==> config.mk <==
export PLATFORM = sky130hd
export DESIGN_NAME = rational_bezier_curve_map
export DESIGN_NICKNAME = d
export VERILOG_FILES = /design/src/rtl/rbcm_pkg.sv /design/src/rtl/rbcm_eval.sv /design/src/rtl/rational_bezier_curve_map.sv
export SDC_FILE = /design/constraint.sdc
export NUM_CORES = 2
export LEC_CHECK = 0
export BUFFER_PORTS_ARGS = -buffer_cell sky130_fd_sc_hd__buf_4
export CORE_MARGIN = 4
export CORE_UTILIZATION = 30
export CTS_BUF_LIST = sky130_fd_sc_hd__clkbuf_8
export DETAILED_ROUTE_END_ITERATION = 7
export PLACE_DENSITY = 0.49
export SLEW_MARGIN = 20
export SYNTH_ARGS = -nofsm -noshare
export SYNTH_HDL_FRONTEND = slang
export SYNTH_HIERARCHICAL = 1
export SYNTH_SLANG_ARGS = --single-unit
==> constraint.sdc <==
create_clock -name clk -period 18.55 [get_ports clk]
set_input_delay 1.855 -clock clk [delete_from_list [all_inputs] [get_ports clk]]
set_output_delay 1.855 -clock clk [all_outputs]
set_load 0.005 [all_outputs]
==> src/rtl/rbcm_pkg.sv <==
// Package with the shared widths, constants and types of the rational Bezier curve map.
package rbcm_pkg;
    localparam int COORD_W    = 16;
    localparam int CF         = 15;
    localparam int T_W        = 32;
    localparam int WEIGHT_W   = 24;
    localparam int STEPS_W    = 5;
    localparam int CFG_IDX_W  = 3;
    localparam int CFG_DATA_W = 32;
    localparam int ACC_W      = 64;
    localparam int QUO_W      = 17;
    localparam logic [COORD_W-1:0]  COORD_ONE  = 16'h8000;
    localparam logic [WEIGHT_W-1:0] WEIGHT_MAX = 24'd13107200;
    localparam logic [STEPS_W-1:0]  STEPS_MIN  = 5'd6;
    localparam logic [STEPS_W-1:0]  STEPS_MAX  = 5'd30;
    localparam logic [T_W-1:0]      T_ONE      = 32'h8000_0000;

    localparam logic [CFG_IDX_W-1:0] REG_START = 3'd0;
    localparam logic [CFG_IDX_W-1:0] REG_C1    = 3'd1;
    localparam logic [CFG_IDX_W-1:0] REG_C2    = 3'd2;
    localparam logic [CFG_IDX_W-1:0] REG_END   = 3'd3;
    localparam logic [CFG_IDX_W-1:0] REG_W1    = 3'd4;
    localparam logic [CFG_IDX_W-1:0] REG_W2    = 3'd5;
    localparam logic [CFG_IDX_W-1:0] REG_STEPS = 3'd6;

    typedef struct packed {
        logic [COORD_W-1:0] c0;
        logic [COORD_W-1:0] c1;
        logic [COORD_W-1:0] c2;
        logic [COORD_W-1:0] c3;
    } coord_set_t;

    function automatic logic [COORD_W-1:0] clamp_coord(input logic [COORD_W-1:0] v);
        return (v > COORD_ONE) ? COORD_ONE : v;
    endfunction
endpackage

==> src/rtl/rbcm_eval.sv <==
// Sequenced evaluator of one rational cubic coordinate over one shared multiplier and divider.
module rbcm_eval (
    input  logic                        clk,
    input  logic                        rst_n,
    input  logic                        go,
    input  logic [rbcm_pkg::T_W-1:0]    t,
    input  logic [rbcm_pkg::WEIGHT_W-1:0] w1,
    input  logic [rbcm_pkg::WEIGHT_W-1:0] w2,
    input  rbcm_pkg::coord_set_t        coords,
    output logic                        done,
    output logic [rbcm_pkg::QUO_W-1:0]  result
);
    localparam logic [4:0] S_IDLE = 5'd0;
    localparam logic [4:0] S_U2   = 5'd1;
    localparam logic [4:0] S_T2   = 5'd2;
    localparam logic [4:0] S_UT   = 5'd3;
    localparam logic [4:0] S_B0   = 5'd4;
    localparam logic [4:0] S_B1   = 5'd5;
    localparam logic [4:0] S_B2   = 5'd6;
    localparam logic [4:0] S_B3   = 5'd7;
    localparam logic [4:0] S_B1W  = 5'd8;
    localparam logic [4:0] S_B2W  = 5'd9;
    localparam logic [4:0] S_N0   = 5'd10;
    localparam logic [4:0] S_N1   = 5'd11;
    localparam logic [4:0] S_N2   = 5'd12;
    localparam logic [4:0] S_N3   = 5'd13;
    localparam logic [4:0] S_DIV  = 5'd14;
    localparam logic [4:0] S_DONE = 5'd15;

    logic [4:0]  state_reg, state_next;
    logic [31:0] u_reg, t_reg, u2_reg, t2_reg, ut_reg;
    logic [33:0] b0_reg, b1_reg, b2_reg, b3_reg;
    logic [39:0] b1w_reg, b2w_reg;
    logic [rbcm_pkg::ACC_W-1:0] num_reg, den_reg, rem_reg;
    logic [rbcm_pkg::QUO_W-1:0] quo_reg;
    logic [4:0]  cnt_reg;
    logic [39:0] ma;
    logic [31:0] mb;
    logic [71:0] prod;
    logic [rbcm_pkg::ACC_W:0] trial;
    logic [rbcm_pkg::ACC_W-1:0] num_sum;

    always_comb
    begin
        ma = '0;
        mb = '0;
        unique case (state_reg)
            S_U2:    begin ma = {8'd0, u_reg};  mb = u_reg; end
            S_T2:    begin ma = {8'd0, t_reg};  mb = t_reg; end
            S_UT:    begin ma = {8'd0, u_reg};  mb = t_reg; end
            S_B0:    begin ma = {8'd0, u2_reg}; mb = u_reg; end
            S_B1:    begin ma = {8'd0, u2_reg}; mb = t_reg; end
            S_B2:    begin ma = {8'd0, ut_reg}; mb = t_reg; end
            S_B3:    begin ma = {8'd0, t2_reg}; mb = t_reg; end
            S_B1W:   begin ma = {6'd0, b1_reg}; mb = {8'd0, w1}; end
            S_B2W:   begin ma = {6'd0, b2_reg}; mb = {8'd0, w2}; end
            S_N0:    begin ma = {6'd0, b0_reg}; mb = {16'd0, coords.c0}; end
            S_N1:    begin ma = b1w_reg;        mb = {16'd0, coords.c1}; end
            S_N2:    begin ma = b2w_reg;        mb = {16'd0, coords.c2}; end
            S_N3:    begin ma = {6'd0, b3_reg}; mb = {16'd0, coords.c3}; end
            default: begin ma = '0;             mb = '0; end
        endcase
        prod = ma * {8'd0, mb};
        num_sum = num_reg + prod[63:0];
        trial = {rem_reg, num_reg[rbcm_pkg::ACC_W-1]} - {1'b0, den_reg};
    end

    always_comb
    begin
        state_next = state_reg;
        unique case (state_reg)
            S_IDLE:  state_next = go ? S_U2 : S_IDLE;
            S_DIV:   state_next = (cnt_reg == 5'd0) ? S_DONE : S_DIV;
            S_DONE:  state_next = S_IDLE;
            default: state_next = state_reg + 5'd1;
        endcase
    end

    always_ff @(posedge clk or negedge rst_n)
    begin
        if (!rst_n)
        begin
            state_reg <= S_IDLE;
        end
        else
        begin
            state_reg <= state_next;
        end
    end

    always_ff @(posedge clk)
    begin
        unique case (state_reg)
            S_IDLE:
            begin
                t_reg <= t;
                u_reg <= rbcm_pkg::T_ONE - t;
                num_reg <= '0;
            end
            S_U2:  u2_reg <= prod[62:31];
            S_T2:  t2_reg <= prod[62:31];
            S_UT:  ut_reg <= prod[62:31];
            S_B0:  b0_reg <= {2'd0, prod[62:31]};
            S_B1:  b1_reg <= {2'd0, prod[62:31]} * 34'd3;
            S_B2:  b2_reg <= {2'd0, prod[62:31]} * 34'd3;
            S_B3:  b3_reg <= {2'd0, prod[62:31]};
            S_B1W: b1w_reg <= prod[55:16];
            S_B2W:
            begin
                b2w_reg <= prod[55:16];
                den_reg <= {30'd0, b0_reg} + {24'd0, b1w_reg}
                         + {24'd0, prod[55:16]} + {30'd0, b3_reg};
            end
            S_N0:  num_reg <= num_sum;
            S_N1:  num_reg <= num_sum;
            S_N2:  num_reg <= num_sum;
            S_N3:
            begin
                if (den_reg == '0)
                begin
                    den_reg <= 64'd1;
                end
                rem_reg <= num_sum >> 17;
                num_reg <= num_sum << 47;
                quo_reg <= '0;
                cnt_reg <= 5'd16;
            end
            S_DIV:
            begin
                // Quotient fits in 17 bits, so the first 47 numerator bits only shift into rem.
                if (!trial[rbcm_pkg::ACC_W])
                begin
                    rem_reg <= trial[rbcm_pkg::ACC_W-1:0];
                end
                else
                begin
                    rem_reg <= {rem_reg[rbcm_pkg::ACC_W-2:0], num_reg[rbcm_pkg::ACC_W-1]};
                end
                quo_reg <= {quo_reg[rbcm_pkg::QUO_W-2:0], ~trial[rbcm_pkg::ACC_W]};
                num_reg <= {num_reg[rbcm_pkg::ACC_W-2:0], 1'b0};
                cnt_reg <= cnt_reg - 5'd1;
            end
            default: ;
        endcase
    end

    assign done   = (state_reg == S_DONE);
    assign result = quo_reg;
endmodule

==> src/rtl/rational_bezier_curve_map.sv <==
// Top level of the rational cubic Bezier curve map: registers, bisection sequencer, output.
//
// Use: write the seven configuration registers through cfg_we, cfg_index and
// cfg_data while the block is idle. Pulse start with pos_in while busy is low;
// the beat is taken on that edge and busy rises. When the mapping is done the
// result appears on pos_out for one cycle with done high; busy falls then.
// An input at or outside the end points goes from the check straight to the
// output. Otherwise each bisection step and the final evaluation run the shared
// multiplier and divider sequence; the bisection count is clamped to 6..30.
// The receiver cannot stall: the result is shown for one cycle only.
// Reset restores the register defaults and returns the sequencer to idle.
module rational_bezier_curve_map (
    input  logic        clk,
    input  logic        rst_n,
    input  logic        start,
    output logic        busy,
    input  logic [15:0] pos_in,
    output logic        done,
    output logic [15:0] pos_out,
    input  logic        cfg_we,
    input  logic [rbcm_pkg::CFG_IDX_W-1:0]  cfg_index,
    input  logic [rbcm_pkg::CFG_DATA_W-1:0] cfg_data
);
    localparam logic [2:0] S_IDLE  = 3'd0;
    localparam logic [2:0] S_CHECK = 3'd1;
    localparam logic [2:0] S_SRCH  = 3'd2;
    localparam logic [2:0] S_WAIT  = 3'd3;
    localparam logic [2:0] S_FIN   = 3'd4;
    localparam logic [2:0] S_FWAIT = 3'd5;
    localparam logic [2:0] S_OUT   = 3'd6;

    logic [31:0] p0_reg, p1_reg, p2_reg, p3_reg;
    logic [23:0] w1_reg, w2_reg;
    logic [4:0]  steps_reg, cnt_reg;
    logic [2:0]  state_reg;
    logic [15:0] x_reg, y_reg;
    logic [31:0] lo_reg, hi_reg;
    logic        done_reg;
    logic        ev_go, ev_done;
    logic [16:0] ev_res;
    logic [31:0] mid;
    logic [23:0] w1c, w2c;
    logic [4:0]  steps_c;
    rbcm_pkg::coord_set_t xs, ys, sel;

    always_ff @(posedge clk or negedge rst_n)
    begin
        if (!rst_n)
        begin
            p0_reg <= '0;
            p1_reg <= '0;
            p2_reg <= 32'h8000_8000;
            p3_reg <= 32'h8000_8000;
            w1_reg <= 24'd65536;
            w2_reg <= 24'd65536;
            steps_reg <= 5'd16;
        end
        else if (cfg_we)
        begin
            unique case (cfg_index)
                rbcm_pkg::REG_START: p0_reg <= cfg_data;
                rbcm_pkg::REG_C1:    p1_reg <= cfg_data;
                rbcm_pkg::REG_C2:    p2_reg <= cfg_data;
                rbcm_pkg::REG_END:   p3_reg <= cfg_data;
                rbcm_pkg::REG_W1:    w1_reg <= cfg_data[23:0];
                rbcm_pkg::REG_W2:    w2_reg <= cfg_data[23:0];
                rbcm_pkg::REG_STEPS: steps_reg <= cfg_data[4:0];
                default: ;
            endcase
        end
    end

    always_comb
    begin
        xs.c0 = rbcm_pkg::clamp_coord(p0_reg[15:0]);
        xs.c1 = rbcm_pkg::clamp_coord(p1_reg[15:0]);
        xs.c2 = rbcm_pkg::clamp_coord(p2_reg[15:0]);
        xs.c3 = rbcm_pkg::clamp_coord(p3_reg[15:0]);
        ys.c0 = rbcm_pkg::clamp_coord(p0_reg[31:16]);
        ys.c1 = rbcm_pkg::clamp_coord(p1_reg[31:16]);
        ys.c2 = rbcm_pkg::clamp_coord(p2_reg[31:16]);
        ys.c3 = rbcm_pkg::clamp_coord(p3_reg[31:16]);
        w1c = (w1_reg > rbcm_pkg::WEIGHT_MAX) ? rbcm_pkg::WEIGHT_MAX : w1_reg;
        w2c = (w2_reg > rbcm_pkg::WEIGHT_MAX) ? rbcm_pkg::WEIGHT_MAX : w2_reg;
        steps_c = (steps_reg < rbcm_pkg::STEPS_MIN) ? rbcm_pkg::STEPS_MIN :
                  (steps_reg > rbcm_pkg::STEPS_MAX) ? rbcm_pkg::STEPS_MAX : steps_reg;
        mid = 32'((33'(lo_reg) + 33'(hi_reg)) >> 1);
        sel = (state_reg == S_FIN || state_reg == S_FWAIT) ? ys : xs;
        ev_go = (state_reg == S_SRCH) || (state_reg == S_FIN);
    end

    rbcm_eval u_eval (
        .clk    (clk),
        .rst_n  (rst_n),
        .go     (ev_go),
        .t      (mid),
        .w1     (w1c),
        .w2     (w2c),
        .coords (sel),
        .done   (ev_done),
        .result (ev_res)
    );

    always_ff @(posedge clk or negedge rst_n)
    begin
        if (!rst_n)
        begin
            state_reg <= S_IDLE;
            done_reg <= 1'b0;
        end
        else
        begin
            done_reg <= (state_reg == S_OUT);
            unique case (state_reg)
                S_IDLE:
                begin
                    if (start)
                    begin
                        state_reg <= S_CHECK;
                    end
                end
                S_CHECK:
                begin
                    priority if (x_reg <= xs.c0)
                    begin
                        state_reg <= S_OUT;
                    end
                    else if (x_reg >= xs.c3)
                    begin
                        state_reg <= S_OUT;
                    end
                    else
                    begin
                        state_reg <= S_SRCH;
                    end
                end
                S_SRCH:  state_reg <= S_WAIT;
                S_WAIT:
                begin
                    if (ev_done)
                    begin
                        state_reg <= (cnt_reg == 5'd1) ? S_FIN : S_SRCH;
                    end
                end
                S_FIN:   state_reg <= S_FWAIT;
                S_FWAIT:
                begin
                    if (ev_done)
                    begin
                        state_reg <= S_OUT;
                    end
                end
                S_OUT:
                begin
                    state_reg <= S_IDLE;
                end
                default: state_reg <= S_IDLE;
            endcase
        end
    end

    always_ff @(posedge clk)
    begin
        unique case (state_reg)
            S_IDLE:
            begin
                x_reg <= rbcm_pkg::clamp_coord(pos_in);
                lo_reg <= '0;
                hi_reg <= rbcm_pkg::T_ONE;
                cnt_reg <= steps_c;
            end
            S_CHECK:
            begin
                priority if (x_reg <= xs.c0)
                begin
                    y_reg <= ys.c0;
                end
                else if (x_reg >= xs.c3)
                begin
                    y_reg <= ys.c3;
                end
                else
                begin
                    y_reg <= '0;
                end
            end
            S_WAIT:
            begin
                if (ev_done)
                begin
                    if (ev_res < {1'b0, x_reg})
                    begin
                        lo_reg <= mid;
                    end
                    else
                    begin
                        hi_reg <= mid;
                    end
                    cnt_reg <= cnt_reg - 5'd1;
                end
            end
            S_FWAIT:
            begin
                if (ev_done)
                begin
                    y_reg <= (ev_res > {1'b0, rbcm_pkg::COORD_ONE}) ?
                             rbcm_pkg::COORD_ONE : ev_res[15:0];
                end
            end
            default: ;
        endcase
    end

    assign busy    = (state_reg != S_IDLE);
    assign done    = done_reg;
    assign pos_out = y_reg;

    a_done_once: assert property (@(posedge clk) disable iff (!rst_n)
        done |=> !done) else $error("result strobe held");
    a_out_range: assert property (@(posedge clk) disable iff (!rst_n)
        done |-> pos_out <= rbcm_pkg::COORD_ONE) else $error("result above one");
    a_idle_after: assert property (@(posedge clk) disable iff (!rst_n)
        done |-> !busy) else $error("busy during result");
endmodule
; ---- After elaboration in Yosys (flattened, before gate mapping)
; Cells that the tools add are included.
[word_totals]
regBits = 877
inputBits = 55
output_inout_bits = 18
wordCells = 171
[op_classes]
addsub = 10
n_mul = 2
magnitude_cmp = 17
n_eq_ne = 34
mux = 45
n_bitwise = 1
reduce_logical = 31
[op_table]
columns = op, n
row1 = $pmux 40 s11, 1
row2 = $pmux 32 s8, 1
row3 = $pmux 64 s2, 2
row4 = $pmux 64 s4, 1
row5 = $mux 16, 12
row6 = $mux 64, 3
row7 = $gt 16x16->1 const B, 9
row8 = $mux 32, 4
row9 = $pmux 32 s2, 2
row10 = $sub 65x64->65, 1
row11 = $add 64x32->64, 1
row12 = $add 64x40->64, 1
row13 = $add 64x64->64, 1
row14 = $logic_not 64->1, 1
row15 = $mul 40x32->64, 1
row16 = $gt 24x24->1 const B, 2
row17 = $mux 24, 2
row18 = $add 32x40->41, 1
row19 = $eq 5x4->1 const B, 8
row20 = $mul 32x2->34 const B, 1
row21 = $pmux 17 s2, 1
row22 = $add 32x32->33, 1
row23 = $pmux 16 s2, 1
row24 = $sub 32x32->32 const A, 1
row25 = other kinds (34), 81

; ---- Logic depth before layout (Yosys ltp)
[logic_depth]
depth_word = 8
mapped_depth = 55
depth_no_buf = 50

; ---- Modules after synthesis
; The synthesis kept the hierarchy.
[modules_own_cells]
columns = mod, n_inst, cells_per_inst, area_each_um2, seq_area_each_um2
row1 = rbcm_eval, 1, 7577, 72532.1, 17031.3
row2 = rational_bezier_curve_map, 1, 1266, 15082.0, 7671.1

; ---- Worst setup path after synthesis
; Ideal clock, no wire load.
[synth_path]
kind = register to register
startpoint = reg u_eval.state_reg[1]
endpoint = reg u_eval/den_reg[40] in the netlist's numbering, data pin
setup_ns = 0.266
t_arrival_ns = 12.745
slack_ns = 5.539
path_stages_with_launch = 51
n_path_buf = 6
path_cell_list = dfrtp_1 inv_1 ha_1 and3_1 clkbuf_1 clkbuf_1 clkbuf_1 buf_1 a22oi_1 nand4_1 clkbuf_1 nand2_1 fa_1 inv_1 fa_1 inv_1 fa_1 fa_1 [15 not listed] a31oi_1 xnor2_1 inv_1 fa_1 inv_1 ha_1 clkbuf_1 a21o_1 a21oi_1 o21bai_1 a21o_1 a31o_2 a41oi_1 o221ai_1 o41a_1 a31oi_1 xor2_1 nor2_1
[synth_via]
elab_chain_cells = 7
[synth_lines]
columns = item, line_no
row1 = "start, declared", rbcm_eval.sv:30  ; logic [4:0] state_reg, state_next;
row2 = "start signal, assigned", rbcm_eval.sv:87  ; state_reg <= state_next;
row3 = "$eq 5x2->1, or another cell as far along", rbcm_eval.sv:47  ; unique case (state_reg)
row4 = $reduce_or 5->1 (no line) or $reduce_or 2->1 (tied branches), -
row5 = $pmux 32 s8 or $pmux 40 s11 (tied branches), rbcm_eval.sv:47
row6 = $mul 40x32->64 (*), rbcm_eval.sv:63  ; prod = ma * {8'd0, mb};
row7 = net u_eval.prod[39], rbcm_eval.sv:39  ; logic [71:0] prod;
row8 = $add 64x40->64 (*), rbcm_eval.sv:112  ; + {24'd0, prod[55:16]} + {30'd0, b3_reg};
row9 = $add 64x32->64 (*), rbcm_eval.sv:112
row10 = $pmux 64 s2 (*), rbcm_eval.sv:93  ; unique case (state_reg)
row11 = "end signal, assigned", rbcm_eval.sv:111  ; den_reg <= {30'd0, b0_reg} + {24'd0, b1w_reg}
row12 = "end, declared", rbcm_eval.sv:34  ; logic [rbcm_pkg::ACC_W-1:0] num_reg, den_reg, rem_reg;
; The timed path passes the listed nets; every way through them passes the cells marked *.
; A chain may end at the register's enable or synchronous reset.

; ---- Worst setup path in the final report
[layout_path]
startpoint = reg u_eval.state_reg[0]
endpoint = reg u_eval.b2_reg[33], data pin
[layout_via]
elab_chain_cells = 5
[layout_lines]
columns = item, line_no
row1 = "$eq 5x2->1, or another cell as far along", rbcm_eval.sv:47
row2 = $reduce_or 5->1 (no line) or $reduce_or 2->1 (tied branches), -
row3 = $pmux 32 s8 or $pmux 40 s11 (tied branches), rbcm_eval.sv:47
row4 = $mul 40x32->64 (*), rbcm_eval.sv:63
row5 = net u_eval.prod[46], rbcm_eval.sv:39
row6 = $mul 32x2->34 (*), rbcm_eval.sv:105  ; S_B2: b2_reg <= {2'd0, prod[62:31]} * 34'd3;
row7 = "end signal, assigned", rbcm_eval.sv:105
row8 = "end, declared", rbcm_eval.sv:32  ; logic [33:0] b0_reg, b1_reg, b2_reg, b3_reg;
; Marked as above.

==> impl_metrics.tcl <==
set metrics [dict create \
    cts_buffers 160 \
    layout-drive-gt1-share_pct 9.30 \
    cts_tree "built" \
    crit-reg2reg-launch "u_eval/state_reg[0]$_DFF_PN0_" \
    outcome "completed" \
    hold_buffers 0 \
    cts_htree_levels 4 \
    setup.worst_path.end "u_eval/b2_reg[33]$_DFFE_PN_" \
    hpwlAfterDp_mm 251 \
    finalClockSkew_ns 0.0762 \
    worstSkewPairLatency_ns 0.90 \
    die-area_mm2 0.301 \
    synth_area_mm2 0.0876 \
    gp_congestion 0.959 \
    drc 0 \
    r2r_cells 45 \
    slew_headroom_pct 16.5 \
    critPathMaxFanout 42 \
    setup_viol 0 \
    track_usage_pct 21.6 \
    arrival_ns 15.50 \
    hold_slack_ns 0.510 \
    min_path_type "register to register" \
    cpMostUsedCell "fa_1" \
    vias_per_cell 5.26 \
    start_util_pct 30.1 \
    grt-ovfl-total 0 \
    crit_type "register to register" \
    clock.fmax_ghz 0.0673 \
    rrSetupSlack_ns 3.69 \
    rows 198 \
    grt_pass1_vias 70300 \
    maxCapViolCount 0 \
    antenna_found_initial 22 \
    clock_sinks 854 \
    grt_pass1_wl_mm 481 \
    fin_crit_ns 14.86 \
    async_flop_share_pct 22.2 \
    drtIter0Drc 6422 \
    hold_viol 0 \
    grt_max_degree 126 \
    synth.distinct_cells 95 \
    path_clk_slew_ns 0.06 \
    yosys_warnings 6 \
    start_kind "register" \
    synth-seq-cells 854 \
    cts_max_path_buffers 3 \
    postCtsSetupBuffers 0 \
    port_buffers 72 \
    fin_nets 10600 \
    grt_setup_unrepaired "no" \
    slew_viol_final 0 \
    routed_wl_mm 329 \
    hold_depth 1 \
    num_vias 67900 \
    syn_area_per_cell_um2 9.91 \
    coreArea_mm2 0.291 \
    wl_per_cell_um 25.5 \
    synth_edf_count 664 \
    antenna_left 0 \
    r2r_end "u_eval/b2_reg[33]$_DFFE_PN_" \
    required_ns 19.18 \
    finalSetupTns_ns 0 \
    dr.pass1.iters 6 \
    critPathLaunch "u_eval/state_reg[0]$_DFF_PN0_" \
    nFillCells 29900 \
    crit_slowest_cell "and3_1" \
    critPathMaxStageDelay_ns 0.95 \
    cts.repair.resized 0 \
    die-width_um 548 \
    layout-area-overhead-vs-synth_pct 10.8 \
    yosys_most_used_dff "edfxtp_1" \
    clock-root-buffer "clkbuf_8" \
    io_pins 73 \
    tightestPinTransition_ns 1.25 \
    fin_crit_sh_pct 80.1 \
    synth_cells 8843 \
    yosysSeqAreaShare_pct 28.2 \
    end_kind "register" \
    fp.dieH_um 548 \
]
==> layout by cell type (no fill, tap or decap), drive strengths merged, types with 36 or more instances in the layout <==
cell type / instances
nor4: 73
dfrtp: 183
mux2: 185
nor2: 784
xnor2: 185
a21o: 157
o21ai: 226
o21bai: 43
nand2b: 45
clkinv: 45
a22o: 135
nand3: 75
nand4: 69
xor2: 113
nor2b: 98
and2: 91
nand2: 1029
clkbuf: 169
a211o: 40
and3: 59
edfxtp: 664
ha: 502
a22oi: 140
a31oi: 46
a211oi: 87
a21oi: 322
o21a: 36
inv: 1481
buf: 288
fa: 1179
nor3: 67
==> synthesized netlist by cell type (21+ instances only) <==
cell type / number / area [um^2]
nand4_1: 69 / 432
a21oi_1: 322 / 1610
xor2_1: 113 / 990
nor2_1: 784 / 2940
o21bai_1: 43 / 323
ha_1: 502 / 6280
a211o_1: 40 / 350
nor2b_1: 98 / 613
nor3_1: 67 / 335
buf_1: 25 / 93.8
o21a_1: 36 / 270
nand2b_1: 45 / 282
a211oi_1: 86 / 646
xnor2_1: 185 / 1620
fa_1: 1179 / 23600
nand2_1: 1029 / 3860
edfxtp_1: 664 / 19900
nor4_1: 69 / 432
dfrtp_1: 183 / 4580
o21ai_0: 222 / 1110
a22o_1: 135 / 1180
mux2_2: 185 / 2080
o211ai_1: 21 / 158
and2_1: 90 / 563
a221o_1: 34 / 340
a22oi_1: 140 / 1050
or3_1: 25 / 156
a31oi_1: 46 / 288
a222oi_1: 25 / 250
inv_1: 1421 / 5330
a21o_1: 157 / 1180
clkbuf_1: 400 / 1500
nand3_1: 75 / 375
and3_1: 59 / 369
==> layout make-up <==
type                            instances  area (um^2)  area share (%)
Clock buffer                          169         2330            2.40
Inverter                             1422         5340            5.50
Timing Repair Buffer                  288         2210            2.28
Antenna cell                           10         25.0          0.0258
Tap cell                             3900         4880            5.03
Sequential cell                       854        24700            25.5
Clock inverter                        120          952           0.981
Multi-Input combinational cell       6156        56600            58.3
==> routing by layer <==
metal	wire [um]	track usage (%)	vias to the layer above
met3	24700	3.89	605
met1	138000	28.9	35300
met4	16100	9.11	14
met2	150000	34.3	2794
li1	-	-	29200
met5	95	0	-
==> worst min path at each step <==
stage / slack (ns) / startpoint / to
after CTS: 0.51 / steps_reg[0]$_DFFE_PN0P_ / steps_reg[0]$_DFFE_PN0P_
after detailed placement: 0.50 / steps_reg[0]$_DFFE_PN0P_ / steps_reg[0]$_DFFE_PN0P_
final: 0.51 / steps_reg[0]$_DFFE_PN0P_ / steps_reg[0]$_DFFE_PN0P_
after global placement: 0.49 / steps_reg[0]$_DFFE_PN0P_ / steps_reg[0]$_DFFE_PN0P_
after global routing: 0.54 / w1_reg[4]$_DFFE_PN0P_ / w1_reg[4]$_DFFE_PN0P_
after floorplan: 0.48 / steps_reg[0]$_DFFE_PN0P_ / steps_reg[0]$_DFFE_PN0P_
==> critical path: cells and delay by family (launching register included) <==
kind / cells / cell delay, ns
xor+xnor: 1 / 0.64
compound gates: 17 / 4.50
flops: 1 / 0.41
buf+inv: 7 / 0.94
fa+ha+maj: 11 / 5.36
simple gates: 9 / 2.72
==> metrics by stage <==
step	std cells	area [um^2]	utilization (%)	worst slack, ns
2_1_floorplan	8869	87700	-	5.54
3_3_place_gp	12600	93700	32.2	3.53
3_5_place_dp	12600	93700	32.2	3.73
4_1_cts	12900	97000	33.4	3.66
5_1_grt	12900	97000	33.4	2.96
6_report	12900	97000	33.4	3.69
==> logic make-up (layout without fill, tap and decap cells) <==
logic type,after synthesis,in the layout,synth area share [%]
buffers and inverters,1859,1999,7.99
adder cells (fa/ha/maj),1681,1681,34.1
XOR/XNOR,298,298,2.98
multiplexers,205,205,2.61
AO/OA/AOI/OAI,1450,1450,11.5
other,2,38,0.00857
AND/OR/NAND/NOR,2494,2494,12.6
flip-flops,854,854,28.2
Power is not shown: default switching activity piles up to over one toggle a cycle in this logic, so the estimate is an artifact.
